File: src/hdl/vctq_pkg.sv
// shared types and constants for the virtual cpu timer queue
package vctq_pkg;

    localparam int TID_W       = 4;
    localparam int AMT_W       = 64;
    localparam int OP_W        = 3;
    localparam int MAX_RESULTS = 16;
    localparam int RES_CNT_W   = $clog2(MAX_RESULTS + 1);
    localparam int S_TDATA_W   = 72;
    localparam int M_TDATA_W   = 8;
    localparam int M_TUSER_W   = 3;

    typedef enum logic [OP_W-1:0] {
        OP_ADD_ONESHOT = 3'd0,
        OP_ADD_PERIODIC = 3'd1,
        OP_MOD_ONESHOT = 3'd2,
        OP_MOD_PERIODIC = 3'd3,
        OP_DELETE = 3'd4,
        OP_FORWARD = 3'd5,
        OP_EXPIRE = 3'd6
    } vctq_op_t;

endpackage

File: src/hdl/virtual_cpu_timer_queue.sv
// virtual cpu timer queue: timer table against a shared elapsed base, one shared 64-bit adder
//
//   channel | dir | tdata                                  | tuser                        | tlast
//   s_*     | in  | [3:0] timer_id, [67:4] amount, pad     | [2:0] operation              | -
//   m_*     | out | [3:0] result_timer_id, pad             | [0] was_pending [1] due [2] fired | last
//
// steps: delete and echo emit at once; add sums, then compares next due if others pend;
//   modify compares first; forward sums then compares, or emits at once on an empty table;
//   expire runs rebase, select (per fired timer) and min passes, echoing if none fires;
//   each pass walks the expiry memory one entry per cycle through its single read port
// one 64-bit add/subtract unit serves every sum and compare in turn
// reset: no clearing pass, pending bits clear at once, base and next due go to zero
// stalls: one output register; while a result waits for m_tready the sequencer holds
//   at its next result, and a new item is taken only with the sequencer back at idle
module virtual_cpu_timer_queue #(
    parameter int NUM_TIMERS = 16
) (
    input  logic                           clk,
    input  logic                           rst_n,
    // input stream
    input  logic                           s_tvalid,
    output logic                           s_tready,
    input  logic [vctq_pkg::S_TDATA_W-1:0] s_tdata,  // timer_id, amount, zero pad
    input  logic [vctq_pkg::OP_W-1:0]      s_tuser,  // operation
    // result stream
    output logic                           m_tvalid,
    input  logic                           m_tready,
    output logic [vctq_pkg::M_TDATA_W-1:0] m_tdata,  // result_timer_id, zero pad
    output logic [vctq_pkg::M_TUSER_W-1:0] m_tuser,  // was_pending, due, fired
    output logic                           m_tlast
);

    localparam int IDX_W = $clog2(NUM_TIMERS);
    localparam int CNT_W = $clog2(NUM_TIMERS + 1);
    localparam logic [NUM_TIMERS-1:0] ONE_HOT0 = NUM_TIMERS'(1);
    localparam int TW = vctq_pkg::TID_W;
    localparam int AW = vctq_pkg::AMT_W;
    localparam int RW = vctq_pkg::RES_CNT_W;

    typedef enum logic [3:0] {
        ST_IDLE,
        ST_MOD_CMP,
        ST_INS_ADD,
        ST_INS_CMP,
        ST_FWD_ADD,
        ST_FWD_CMP,
        ST_EXP_REBASE,
        ST_EXP_SELECT,
        ST_EXP_MIN,
        ST_EMIT
    } state_t;

    // timer stores, one write and one registered read per cycle each
    logic [AW-1:0] expiry_mem [NUM_TIMERS];
    logic [AW-1:0] reload_mem [NUM_TIMERS];
    logic [AW-1:0] rd_exp_reg;
    logic [AW-1:0] rd_rel_reg;

    state_t                 state_reg;
    state_t                 ret_state_reg;
    vctq_pkg::vctq_op_t     op_reg;
    logic [TW-1:0]          tid_reg;
    logic [AW-1:0]          amount_reg;
    logic [NUM_TIMERS-1:0]  pending_reg;
    logic [NUM_TIMERS-1:0]  fire_reg;
    logic [AW-1:0]          base_reg;
    logic [AW-1:0]          next_due_reg;
    logic [AW-1:0]          cmp_reg;      // running minimum or pending expiry
    logic                   any_reg;      // cmp_reg holds a candidate
    logic [IDX_W-1:0]       best_reg;
    logic [AW-1:0]          best_rel_reg;
    logic [CNT_W-1:0]       cnt_reg;      // scan read pointer
    logic                   p_vld_reg;    // scan entry in the read register
    logic [IDX_W-1:0]       p_idx_reg;
    logic [RW-1:0]          n_reg;        // fired results reported so far

    // staged result
    logic [TW-1:0]          res_id_reg;
    logic                   res_wp_reg;
    logic                   res_due_reg;
    logic                   res_fired_reg;
    logic                   res_last_reg;

    // output register
    logic                   m_tvalid_reg;
    logic [TW-1:0]          m_id_reg;
    logic                   m_wp_reg;
    logic                   m_due_reg;
    logic                   m_fired_reg;
    logic                   m_last_reg;

    // shared adder
    logic [AW-1:0]          alu_a;
    logic [AW-1:0]          alu_b;
    logic                   alu_sub;
    logic [AW:0]            alu_sum;
    logic [AW-1:0]          alu_res;
    logic                   lt_u;
    logic                   lt_s;
    logic                   eq;

    // memory port controls
    logic [IDX_W-1:0]       rd_addr;
    logic                   exp_we;
    logic [IDX_W-1:0]       exp_waddr;
    logic [AW-1:0]          exp_wdata;
    logic                   rel_we;
    logic [IDX_W-1:0]       rel_waddr;
    logic [AW-1:0]          rel_wdata;

    logic [TW-1:0]          in_tid;
    logic [AW-1:0]          in_amount;
    vctq_pkg::vctq_op_t     in_op;
    logic                   in_range;
    logic                   accept;
    logic [IDX_W-1:0]       id_idx;
    logic [NUM_TIMERS-1:0]  id_mask;
    logic [NUM_TIMERS-1:0]  best_mask;
    logic                   others_pending;
    logic                   fire_left;
    logic                   scan_done;
    logic                   out_free;

    assign in_tid    = s_tdata[TW-1:0];
    assign in_amount = s_tdata[TW+AW-1:TW];
    assign in_op     = vctq_pkg::vctq_op_t'(s_tuser);
    assign in_range  = 32'(in_tid) < NUM_TIMERS;
    assign accept    = s_tvalid && s_tready;

    assign id_idx         = IDX_W'(tid_reg);
    assign id_mask        = ONE_HOT0 << id_idx;
    assign best_mask      = ONE_HOT0 << best_reg;
    assign others_pending = |(pending_reg & ~id_mask);
    assign fire_left      = |(fire_reg & ~best_mask);
    assign scan_done      = (cnt_reg == CNT_W'(NUM_TIMERS)) && !p_vld_reg;
    assign out_free       = !m_tvalid_reg || m_tready;

    assign s_tready = (state_reg == ST_IDLE);
    assign m_tvalid = m_tvalid_reg;
    assign m_tdata  = {{(vctq_pkg::M_TDATA_W - TW){1'b0}}, m_id_reg};
    assign m_tuser  = {m_fired_reg, m_due_reg, m_wp_reg};
    assign m_tlast  = m_last_reg;

    // a + b or a - b, carry out set when a >= b on subtract
    assign alu_sum = {1'b0, alu_a} + {1'b0, (alu_sub ? ~alu_b : alu_b)} + (AW+1)'(alu_sub);
    assign alu_res = alu_sum[AW-1:0];
    assign lt_u    = !alu_sum[AW];
    assign lt_s    = alu_res[AW-1] ^
                     ((alu_a[AW-1] != alu_b[AW-1]) && (alu_res[AW-1] != alu_a[AW-1]));
    assign eq      = (alu_res == '0);

    // operand selection and memory port control per sequencer step
    always_comb
    begin
        alu_a     = '0;
        alu_b     = '0;
        alu_sub   = 1'b1;
        rd_addr   = cnt_reg[IDX_W-1:0];
        exp_we    = 1'b0;
        exp_waddr = id_idx;
        exp_wdata = alu_res;
        rel_we    = 1'b0;
        rel_waddr = id_idx;
        rel_wdata = '0;
        unique case (state_reg)
            ST_IDLE:
            begin
                // fetch the stored expiry for a modify
                rd_addr   = IDX_W'(in_tid);
                rel_waddr = IDX_W'(in_tid);
                rel_wdata = (in_op == vctq_pkg::OP_ADD_PERIODIC) ? in_amount : '0;
                rel_we    = accept && in_range &&
                            (in_op == vctq_pkg::OP_ADD_ONESHOT ||
                             in_op == vctq_pkg::OP_ADD_PERIODIC);
            end
            ST_MOD_CMP:
            begin
                alu_a     = amount_reg;
                alu_b     = rd_exp_reg;
                rel_wdata = (op_reg == vctq_pkg::OP_MOD_PERIODIC) ? amount_reg : '0;
                rel_we    = !(pending_reg[id_idx] && eq);
            end
            ST_INS_ADD:
            begin
                alu_a     = amount_reg;
                alu_b     = base_reg;
                alu_sub   = 1'b0;
                exp_we    = 1'b1;
                exp_wdata = others_pending ? alu_res : amount_reg;
            end
            ST_INS_CMP:
            begin
                alu_a = cmp_reg;
                alu_b = next_due_reg;
            end
            ST_FWD_ADD:
            begin
                alu_a   = base_reg;
                alu_b   = amount_reg;
                alu_sub = 1'b0;
            end
            ST_FWD_CMP:
            begin
                alu_a = base_reg;
                alu_b = next_due_reg;
            end
            ST_EXP_REBASE:
            begin
                // survivors are rebased in place
                alu_a     = rd_exp_reg;
                alu_b     = base_reg;
                exp_waddr = p_idx_reg;
                exp_we    = p_vld_reg && pending_reg[p_idx_reg] && !lt_u;
            end
            ST_EXP_SELECT:
            begin
                alu_a     = rd_exp_reg;
                alu_b     = cmp_reg;
                // recharge the chosen periodic timer
                exp_waddr = best_reg;
                exp_wdata = best_rel_reg;
                exp_we    = scan_done && (best_rel_reg != '0);
            end
            ST_EXP_MIN:
            begin
                alu_a = rd_exp_reg;
                alu_b = cmp_reg;
            end
            ST_EMIT:
            begin
                alu_a = '0;
            end
            default:
            begin
                alu_a = '0;
            end
        endcase
    end

    always_ff @(posedge clk)
    begin
        if (exp_we)
        begin
            expiry_mem[exp_waddr] <= exp_wdata;
        end
        if (rel_we)
        begin
            reload_mem[rel_waddr] <= rel_wdata;
        end
        rd_exp_reg <= expiry_mem[rd_addr];
        rd_rel_reg <= reload_mem[rd_addr];
    end

    // sequencer
    always_ff @(posedge clk or negedge rst_n)
    begin
        if (!rst_n)
        begin
            state_reg     <= ST_IDLE;
            ret_state_reg <= ST_IDLE;
            op_reg        <= vctq_pkg::OP_ADD_ONESHOT;
            tid_reg       <= '0;
            amount_reg    <= '0;
            pending_reg   <= '0;
            fire_reg      <= '0;
            base_reg      <= '0;
            next_due_reg  <= '0;
            cmp_reg       <= '0;
            any_reg       <= 1'b0;
            best_reg      <= '0;
            best_rel_reg  <= '0;
            cnt_reg       <= '0;
            p_vld_reg     <= 1'b0;
            p_idx_reg     <= '0;
            n_reg         <= '0;
            res_id_reg    <= '0;
            res_wp_reg    <= 1'b0;
            res_due_reg   <= 1'b0;
            res_fired_reg <= 1'b0;
            res_last_reg  <= 1'b0;
            m_tvalid_reg  <= 1'b0;
            m_id_reg      <= '0;
            m_wp_reg      <= 1'b0;
            m_due_reg     <= 1'b0;
            m_fired_reg   <= 1'b0;
            m_last_reg    <= 1'b0;
        end
        else
        begin
            if (m_tready)
            begin
                m_tvalid_reg <= 1'b0;
            end

            // scan pointer runs in the three expire passes
            p_vld_reg <= 1'b0;
            if (state_reg == ST_EXP_REBASE || state_reg == ST_EXP_SELECT ||
                state_reg == ST_EXP_MIN)
            begin
                p_vld_reg <= (cnt_reg != CNT_W'(NUM_TIMERS));
                p_idx_reg <= cnt_reg[IDX_W-1:0];
                if (cnt_reg != CNT_W'(NUM_TIMERS))
                begin
                    cnt_reg <= cnt_reg + 1'b1;
                end
            end

            unique case (state_reg)
                ST_IDLE:
                begin
                    if (accept)
                    begin
                        op_reg        <= in_op;
                        tid_reg       <= in_tid;
                        amount_reg    <= in_amount;
                        res_id_reg    <= in_tid;
                        res_wp_reg    <= 1'b0;
                        res_due_reg   <= 1'b0;
                        res_fired_reg <= 1'b0;
                        res_last_reg  <= 1'b1;
                        ret_state_reg <= ST_IDLE;
                        cnt_reg       <= '0;
                        any_reg       <= 1'b0;
                        n_reg         <= '0;
                        state_reg     <= ST_EMIT;
                        unique case (in_op) inside
                            vctq_pkg::OP_EXPIRE:
                            begin
                                state_reg <= ST_EXP_REBASE;
                            end
                            vctq_pkg::OP_FORWARD:
                            begin
                                if (|pending_reg)
                                begin
                                    state_reg <= ST_FWD_ADD;
                                end
                            end
                            vctq_pkg::OP_ADD_ONESHOT, vctq_pkg::OP_ADD_PERIODIC:
                            begin
                                if (in_range)
                                begin
                                    state_reg <= ST_INS_ADD;
                                end
                            end
                            vctq_pkg::OP_MOD_ONESHOT, vctq_pkg::OP_MOD_PERIODIC:
                            begin
                                if (in_range)
                                begin
                                    state_reg <= ST_MOD_CMP;
                                end
                            end
                            vctq_pkg::OP_DELETE:
                            begin
                                if (in_range)
                                begin
                                    res_wp_reg                        <= pending_reg[IDX_W'(in_tid)];
                                    pending_reg[IDX_W'(in_tid)]       <= 1'b0;
                                end
                            end
                            default:
                            begin
                                state_reg <= ST_EMIT;
                            end
                        endcase
                    end
                end

                ST_MOD_CMP:
                begin
                    res_wp_reg <= pending_reg[id_idx];
                    if (pending_reg[id_idx] && eq)
                    begin
                        // same expiry, nothing to do
                        state_reg <= ST_EMIT;
                    end
                    else
                    begin
                        pending_reg[id_idx] <= 1'b0;
                        state_reg           <= ST_INS_ADD;
                    end
                end

                ST_INS_ADD:
                begin
                    pending_reg[id_idx] <= 1'b1;
                    if (others_pending)
                    begin
                        cmp_reg   <= alu_res;
                        state_reg <= ST_INS_CMP;
                    end
                    else
                    begin
                        // empty table restarts the base
                        next_due_reg <= amount_reg;
                        base_reg     <= '0;
                        state_reg    <= ST_EMIT;
                    end
                end

                ST_INS_CMP:
                begin
                    if (lt_s)
                    begin
                        next_due_reg <= cmp_reg;
                    end
                    state_reg <= ST_EMIT;
                end

                ST_FWD_ADD:
                begin
                    base_reg  <= alu_res;
                    state_reg <= ST_FWD_CMP;
                end

                ST_FWD_CMP:
                begin
                    res_due_reg <= !lt_u;
                    state_reg   <= ST_EMIT;
                end

                ST_EXP_REBASE:
                begin
                    if (p_vld_reg && pending_reg[p_idx_reg] && lt_u)
                    begin
                        fire_reg[p_idx_reg]    <= 1'b1;
                        pending_reg[p_idx_reg] <= 1'b0;
                    end
                    if (scan_done)
                    begin
                        base_reg  <= '0;
                        cnt_reg   <= '0;
                        any_reg   <= 1'b0;
                        state_reg <= (|fire_reg) ? ST_EXP_SELECT : ST_EXP_MIN;
                    end
                end

                ST_EXP_SELECT:
                begin
                    // strict compare in index order keeps the lower index on ties
                    if (p_vld_reg && fire_reg[p_idx_reg] && (!any_reg || lt_u))
                    begin
                        cmp_reg      <= rd_exp_reg;
                        best_reg     <= p_idx_reg;
                        best_rel_reg <= rd_rel_reg;
                        any_reg      <= 1'b1;
                    end
                    if (scan_done)
                    begin
                        fire_reg[best_reg] <= 1'b0;
                        if (best_rel_reg != '0)
                        begin
                            pending_reg[best_reg] <= 1'b1;
                        end
                        cnt_reg   <= '0;
                        any_reg   <= 1'b0;
                        state_reg <= fire_left ? ST_EXP_SELECT : ST_EXP_MIN;
                        if (n_reg < RW'(vctq_pkg::MAX_RESULTS))
                        begin
                            res_id_reg    <= TW'(best_reg);
                            res_fired_reg <= 1'b1;
                            res_last_reg  <= !fire_left ||
                                             (n_reg == RW'(vctq_pkg::MAX_RESULTS - 1));
                            n_reg         <= n_reg + 1'b1;
                            ret_state_reg <= fire_left ? ST_EXP_SELECT : ST_EXP_MIN;
                            state_reg     <= ST_EMIT;
                        end
                    end
                end

                ST_EXP_MIN:
                begin
                    if (p_vld_reg && pending_reg[p_idx_reg] && (!any_reg || lt_u))
                    begin
                        cmp_reg <= rd_exp_reg;
                        any_reg <= 1'b1;
                    end
                    if (scan_done)
                    begin
                        if (any_reg)
                        begin
                            next_due_reg <= cmp_reg;
                        end
                        ret_state_reg <= ST_IDLE;
                        // nothing fired: one echo result
                        state_reg     <= (n_reg == '0) ? ST_EMIT : ST_IDLE;
                    end
                end

                ST_EMIT:
                begin
                    if (out_free)
                    begin
                        m_tvalid_reg <= 1'b1;
                        m_id_reg     <= res_id_reg;
                        m_wp_reg     <= res_wp_reg;
                        m_due_reg    <= res_due_reg;
                        m_fired_reg  <= res_fired_reg;
                        m_last_reg   <= res_last_reg;
                        state_reg    <= ret_state_reg;
                    end
                end

                default:
                begin
                    state_reg <= ST_IDLE;
                end
            endcase
        end
    end

endmodule

File: config.mk
export PLATFORM = sky130hd
export DESIGN_NAME = virtual_cpu_timer_queue
export DESIGN_NICKNAME = d
export VERILOG_FILES = /design/src/hdl/vctq_pkg.sv /design/src/hdl/virtual_cpu_timer_queue.sv
export SDC_FILE = /design/constraint.sdc
export NUM_CORES = 2
export LEC_CHECK = 0
export BUFFER_PORTS_ARGS = -buffer_cell sky130_fd_sc_hd__buf_2
export CAP_MARGIN = 40
export CORE_MARGIN = 1.5
export CORE_UTILIZATION = 50
export CTS_CLUSTER_DIAMETER = 80
export DETAILED_ROUTE_END_ITERATION = 7
export PLACE_DENSITY = 0.69
export SLEW_MARGIN = 15
export SYNTH_ARGS = -nofsm -noshare
export SYNTH_HDL_FRONTEND = slang
export SYNTH_SLANG_ARGS = --single-unit
File: constraint.sdc
create_clock -name clk -period 9.41 [get_ports clk]
set_input_delay 1.4115 -clock clk [delete_from_list [all_inputs] [get_ports clk]]
set_output_delay 1.4115 -clock clk [all_outputs]
set_load 0.02 [all_outputs]
Word-level counts from Yosys, hierarchy flattened --
Memories as Yosys holds them, arrays and structs flattened. A register that Yosys moved wholly into a read port is not among the register bits. Index checks and enable logic that the tools add are counted. Widths: inputs -> output; s select.
Storage, ports and cells: memories 2, bits in writable memories 2048, flip-flop bits (word level) 404, logic and storage cells 280
Memories:
- expiry_mem | words 16, width 64, read ports 1, clocked after memory_dff 1, write ports 1, line virtual_cpu_timer_queue.sv:54 | logic [AW-1:0] expiry_mem [NUM_TIMERS];
- reload_mem | words 16, width 64, read ports 1, clocked after memory_dff 1, write ports 1, line virtual_cpu_timer_queue.sv:55 | logic [AW-1:0] reload_mem [NUM_TIMERS];
Cells by class: mux-type cells 109, reductions and logical operators 71, $add $sub $neg 4, shift-type cells 2, equal/unequal tests 38, bitwise gates (word level) 17, magnitude comparators 9
Operators by type and width (number):
- $mux 64 | 13
- $pmux 64 s3 | 3
- $pmux 64 s5 | 1
- $pmux 64 s2 | 2
- $pmux 64 s4 | 1
- $mux 16 | 8
- $and 16x16->16 | 6
- $not 16->16 | 6
- $mux 4 | 21
- $pmux 16 s5 | 1
- $add 64x64->65 | 1
- $add 65x1->65 | 1
- $logic_not 64->1 | 1
- $not 64->64 | 1
- $reduce_bool 64->1 | 1
- $reduce_or 16->1 | 4
- $or 16x16->16 | 3
- $pmux 4 s9 | 1
- $mux 5 | 7
- $pmux 16 s2 | 1
- $shl 1x4->16 const A | 2
- $mux 1 | 29
- $lt 4x5->1 const B | 4
- $pmux 5 s2 | 2
- other kinds (43) | 130

Longest topological paths before layout --
depth after elaboration 13, depth in mapped cells 26, depth with buffers taken out 19

Worst setup path before layout --
Ideal clock, no wire load.
path kind register to register, start register state_reg[2], end memory expiry_mem[11][0] in the netlist's numbering (enable), stages on the path, launching flop included 24, setup slack 1.641 ns, period minus slack after synthesis 7.769 ns, required time 8.924 ns, arrival 7.282 ns, cells stage by stage dfrtp_1 > buf_6 > or4b_1 > buf_2 > nand2_4 > clkbuf_1 > clkbuf_1 > a222oi_1 > nand2_1 > mux2i_1 > ha_1 > clkbuf_1 > nand4_1 > nor4_1 > nand4_1 > a21oi_1 > a211o_1 > nor2_1 > o21ai_1 > a21oi_1 > o31ai_1 > nor2b_1 > nand2_1 > nor2_1
On the way: longest elaborated chain between the ends 11, elaborated cells between the ends (all ways) 27, those cells by class add/sub: 2; eq/ne: 8; mux: 8; bitwise: 1; reduce/logical: 8
Ends and longest elaborated chain:
- start: declaration | line virtual_cpu_timer_queue.sv:59 | state_t state_reg;
- start signal: assignment | line virtual_cpu_timer_queue.sv:433 | state_reg <= (|fire_reg) ? ST_EXP_SELECT : ST_EXP_MIN;
- start signal: assignment | line virtual_cpu_timer_queue.sv:456 | state_reg <= fire_left ? ST_EXP_SELECT : ST_EXP_MIN;
- start signal: assignment | line virtual_cpu_timer_queue.sv:485 | state_reg <= (n_reg == '0) ? ST_EMIT : ST_IDLE;
- $eq 4x3->1, or another cell as far along | line virtual_cpu_timer_queue.sv:165 | unique case (state_reg)
- $reduce_or 2->1 (no line)
- $pmux 64 s5 | line virtual_cpu_timer_queue.sv:165
- $not 64->64 | line virtual_cpu_timer_queue.sv:145 | assign alu_sum = {1'b0, alu_a} + {1'b0, (alu_sub ? ~alu_b : alu_b)} + (AW+1)'(alu_sub);
- $mux 64 | line virtual_cpu_timer_queue.sv:145
- $add 64x64->65 | line virtual_cpu_timer_queue.sv:145
- $add 65x1->65 | line virtual_cpu_timer_queue.sv:145
- $logic_and 1x1->1 | line virtual_cpu_timer_queue.sv:213 | exp_we = p_vld_reg && pending_reg[p_idx_reg] && !lt_u;
- $pmux 1 s3 | line virtual_cpu_timer_queue.sv:165
- $mux 1 | line virtual_cpu_timer_queue.sv:242 | if (exp_we)
- $mux 1 (not written as such) | line virtual_cpu_timer_queue.sv:244 | expiry_mem[exp_waddr] <= exp_wdata;
- end: declaration | line virtual_cpu_timer_queue.sv:54
Several ways; a longest one is shown, not always the timed one.

Final worst setup path --
start register state_reg[2], end memory reload_mem[15][59] in the netlist's numbering (enable)
On the way: longest elaborated chain between the ends 13, elaborated cells between the ends (all ways) 32, those cells by class add/sub: 2; eq/ne: 8; mux: 8; bitwise: 1; reduce/logical: 13
Ends and longest elaborated chain:
- $eq 4x3->1, or another cell as far along | line virtual_cpu_timer_queue.sv:165
- $reduce_or 2->1 (no line)
- $pmux 64 s5 | line virtual_cpu_timer_queue.sv:165
- $not 64->64 | line virtual_cpu_timer_queue.sv:145
- $mux 64 | line virtual_cpu_timer_queue.sv:145
- $add 64x64->65 | line virtual_cpu_timer_queue.sv:145
- $add 65x1->65 | line virtual_cpu_timer_queue.sv:145
- $logic_not 64->1 | line virtual_cpu_timer_queue.sv:150 | assign eq = (alu_res == '0);
- $logic_and 1x1->1 | line virtual_cpu_timer_queue.sv:181 | rel_we = !(pending_reg[id_idx] && eq);
- $logic_not 1->1 | line virtual_cpu_timer_queue.sv:181
- $pmux 1 s2 | line virtual_cpu_timer_queue.sv:165
- $mux 1 | line virtual_cpu_timer_queue.sv:246 | if (rel_we)
- $mux 1 (not written as such) | line virtual_cpu_timer_queue.sv:248 | reload_mem[rel_waddr] <= rel_wdata;
- end: declaration | line virtual_cpu_timer_queue.sv:55
Several ways; a longest one is shown, not always the timed one.

==> flow_metrics.env <==
export IMPL_outcome="finished, violations left"
export IMPL_violations="design-rule violations"
export IMPL_io_pins=93
export IMPL_ys_seq_area_share_pct=67.0
export IMPL_clk_pin_slew_ns=0.06
export IMPL_cp_arrival_ns=8.66
export IMPL_htree_num_levels=5
export IMPL_worstPathCellList="or4b_1 -> nand2_8 -> buf_4 -> a22oi_1 -> nand3_1 -> xor2_1 -> ha_1 -> a21oi_1 -> o21ai_0 -> a21boi_0 -> a2111oi_0 -> buf_4 -> o31ai_1 -> xnor2_1 -> a2111oi_0 -> buf_4 -> nand4b_1 -> nor4_2 -> buf_4 -> o32ai_2 -> buf_12 -> and3_4 -> buf_12"
export IMPL_syn_area_per_cell_um2=15.4
export IMPL_cts_setup_buffers=0
export IMPL_num_rows=172
export IMPL_place_area_um2=119000
export IMPL_reg2reg_depth=23
export IMPL_drive_gt1_share_pct=23.4
export IMPL_cp_max_fo=62
export IMPL_final_setup_tns_ns=0
export IMPL_ant_nets=0
export IMPL_cts_buffers=281
export IMPL_yosysUniqueCellTypes=108
export IMPL_drtIter0Drc=8592
export IMPL_cts_tree="built"
export IMPL_slowest_delay_ns=0.82
export IMPL_die_w_um=473
export IMPL_ys_ff_latch=2578
export IMPL_wl_per_cell_um=30.9
export IMPL_grt_max_degree=138
export IMPL_r2r_end="reload_mem[15][59]"
export IMPL_final_fill_count=16400
export IMPL_cts_hold_buf=0
export IMPL_dr_pass1_iters=8
export IMPL_setup_viol=0
export IMPL_synth_edff_count=2048
export IMPL_period_minus_slack_ns=7.99
export IMPL_ff_latch_area_um2=74100
export IMPL_post_route_period_util_pct=84.9
export IMPL_dp_hpwl_um=220000
export IMPL_crit_path_start="state_reg[2]"
export IMPL_vias_per_cell=6.49
export IMPL_path_class="reg2reg"
export IMPL_reg_top3="expiry_mem (1024), reload_mem (1024)"
export IMPL_fin_area_um2=127000
export IMPL_worst_pin_slew_ns=0.932
export IMPL_fin_nets=7681
export IMPL_start_kind="flop"
export IMPL_start_util_pct=50.4
export IMPL_gr_total_overflow=0
export IMPL_multi_input_area_um2=34900
export IMPL_cts_root_buf="clkbuf_16"
export IMPL_slew_headroom_pct=37.9
export IMPL_cap_violations=0
export IMPL_grt_pass1_vias=69100
export IMPL_grt_pass1_wl_um=481000
export IMPL_clockBufferDepth=4
export IMPL_core_area_um2=220000
export IMPL_finClkSkew_ns=0.0881
export IMPL_dieArea_um2=224000
export IMPL_rrSetupSlack_ns=1.42
export IMPL_hp_class="in2async"
export IMPL_syn_to_final_growth_pct=15.1
export IMPL_vias=69500
export IMPL_critPathCaptureType="flop"
export IMPL_drv_slew=0
export IMPL_yosys_warnings=0
export IMPL_r2r_start="state_reg[2]"
export IMPL_async_flop_share_pct=15.6
export IMPL_wirelength_um=331000
export IMPL_cpMostUsedCell="buf_4"
export IMPL_portBuffers=84
export IMPL_max_freq_mhz=125
export IMPL_grt_use_total_pct=29.4
export IMPL_synth_area_um2=111000
export IMPL_crit_required_ns=10.08
export IMPL_drc=19
export IMPL_ctsResizeCount=0
export IMPL_cts_sinks=2578
export IMPL_antenna_found_initial=8
export IMPL_slowest_stage="or4b_1"
export IMPL_hold_violations=0
export IMPL_syn_inst=7184
export IMPL_place_congestion=0.988
export IMPL_clock_latency_ns=0.95
export IMPL_ys_flop_type="edfxtp_1"
export IMPL_rsz0062_at_grt="false"
export IMPL_die_height_um=473
-- metrics by stage --
step	setup slack, ns	utilization [%]	cells	hold WS (ns)
after floorplan	1.64	-	7187	0.440
after global placement	1.49	53.8	10200	0.445
after detailed placement	1.52	54.0	10200	0.448
after CTS	1.48	57.9	10700	0.430
after global routing	1.01	57.9	10700	0.459
final	1.42	58.0	10700	0.454
-- routing by layer --
metal | GRT usage [%] | wire (µm) | up-vias
met3 | 5.54 | 28500 | 648
met4 | 13.4 | 16300 | 2
met2 | 45.4 | 154000 | 3665
met5 | 0 | 18 | -
met1 | 40.7 | 132000 | 35900
li1 | - | - | 29300
-- cell usage in the layout (no fill, tap or decap), types with 81 or more instances in the layout --
cell type,instances
a211oi_1,152
a21oi_1,197
a222oi_1,81
a22o_1,117
a22oi_1,145
a31oi_1,148
and2_1,143
buf_12,132
buf_2,84
buf_4,329
clkbuf_16,287
dfrtp_1,402
dfxtp_1,128
edfxtp_1,2048
mux2_2,250
mux2i_1,146
mux4_2,504
nand2_1,859
nand3_1,121
nor2_1,145
o21ai_0,264
-- synthesized netlist by cell type, types with 39 or more instances --
library cell,instances,area (µm²)
edfxtp_1,2048,61500
nand2_1,865,3250
mux4_2,504,11400
dfrtp_1,402,10100
clkbuf_1,375,1410
o21ai_0,296,1480
mux2_2,250,2820
a21oi_1,198,991
nor2_1,166,623
a211oi_1,152,1140
a31oi_1,148,926
mux2i_1,148,1480
and2_1,146,913
a22oi_1,145,1090
dfxtp_1,128,2560
nand3_1,121,606
a22o_1,117,1020
buf_1,99,372
a222oi_1,81,811
ha_1,68,851
xor2_1,68,596
nand4_1,57,357
nor3_1,49,245
and3_1,39,244
-- how the worst max path moves through the flow --
stage                     cells after the start  slack, ns            endpoint
final                                        23       1.42  reload_mem[15][59]
after global routing                         23       1.01  reload_mem[15][59]
after CTS                                    23       1.48  reload_mem[12][59]
after detailed placement                     23       1.52  reload_mem[15][38]
after global placement                       23       1.49  reload_mem[12][45]
after floorplan                              23       1.64   expiry_mem[11][0]
-- cell type report --
cell class | instances | area share, %
sequential | 2578 | 58.2
multi-input combinational | 4081 | 27.4
clock buffer | 383 | 6.06
timing repair buffer | 559 | 4.52
tap | 2958 | 2.91
clock inverter | 111 | 0.782
inverter | 32 | 0.0943
antenna | 4 | 0.00786
-- logic make-up (layout without fill, tap and decap cells) --
family          after synthesis  after routing  synth area share (%)
flops                      2578           2578                  67.0
simple gates               1604           1604                  6.69
compound gates             1403           1403                  8.73
mux                         906            906                  14.2
buf+inv                     528           1085                  1.87
xor+xnor                     95             95                 0.752
fa+ha+maj                    69             69                 0.787
other cells                   1              8               0.00339
-- worst max-delay path: cells and delay by family (launching register included) --
family                     cells  cell delay, ns
xor gates and xnor gates       2            0.44
adders and majority gates      1            0.35
DFF                            1            0.65
buffers and inverters          6            1.31
AOI/OAI and AO/OA              8            2.86
and+or+nand+nor                6            2.09
Power is not shown: default switching activity piles up to over one toggle a cycle in this logic, so the estimate is an artifact.
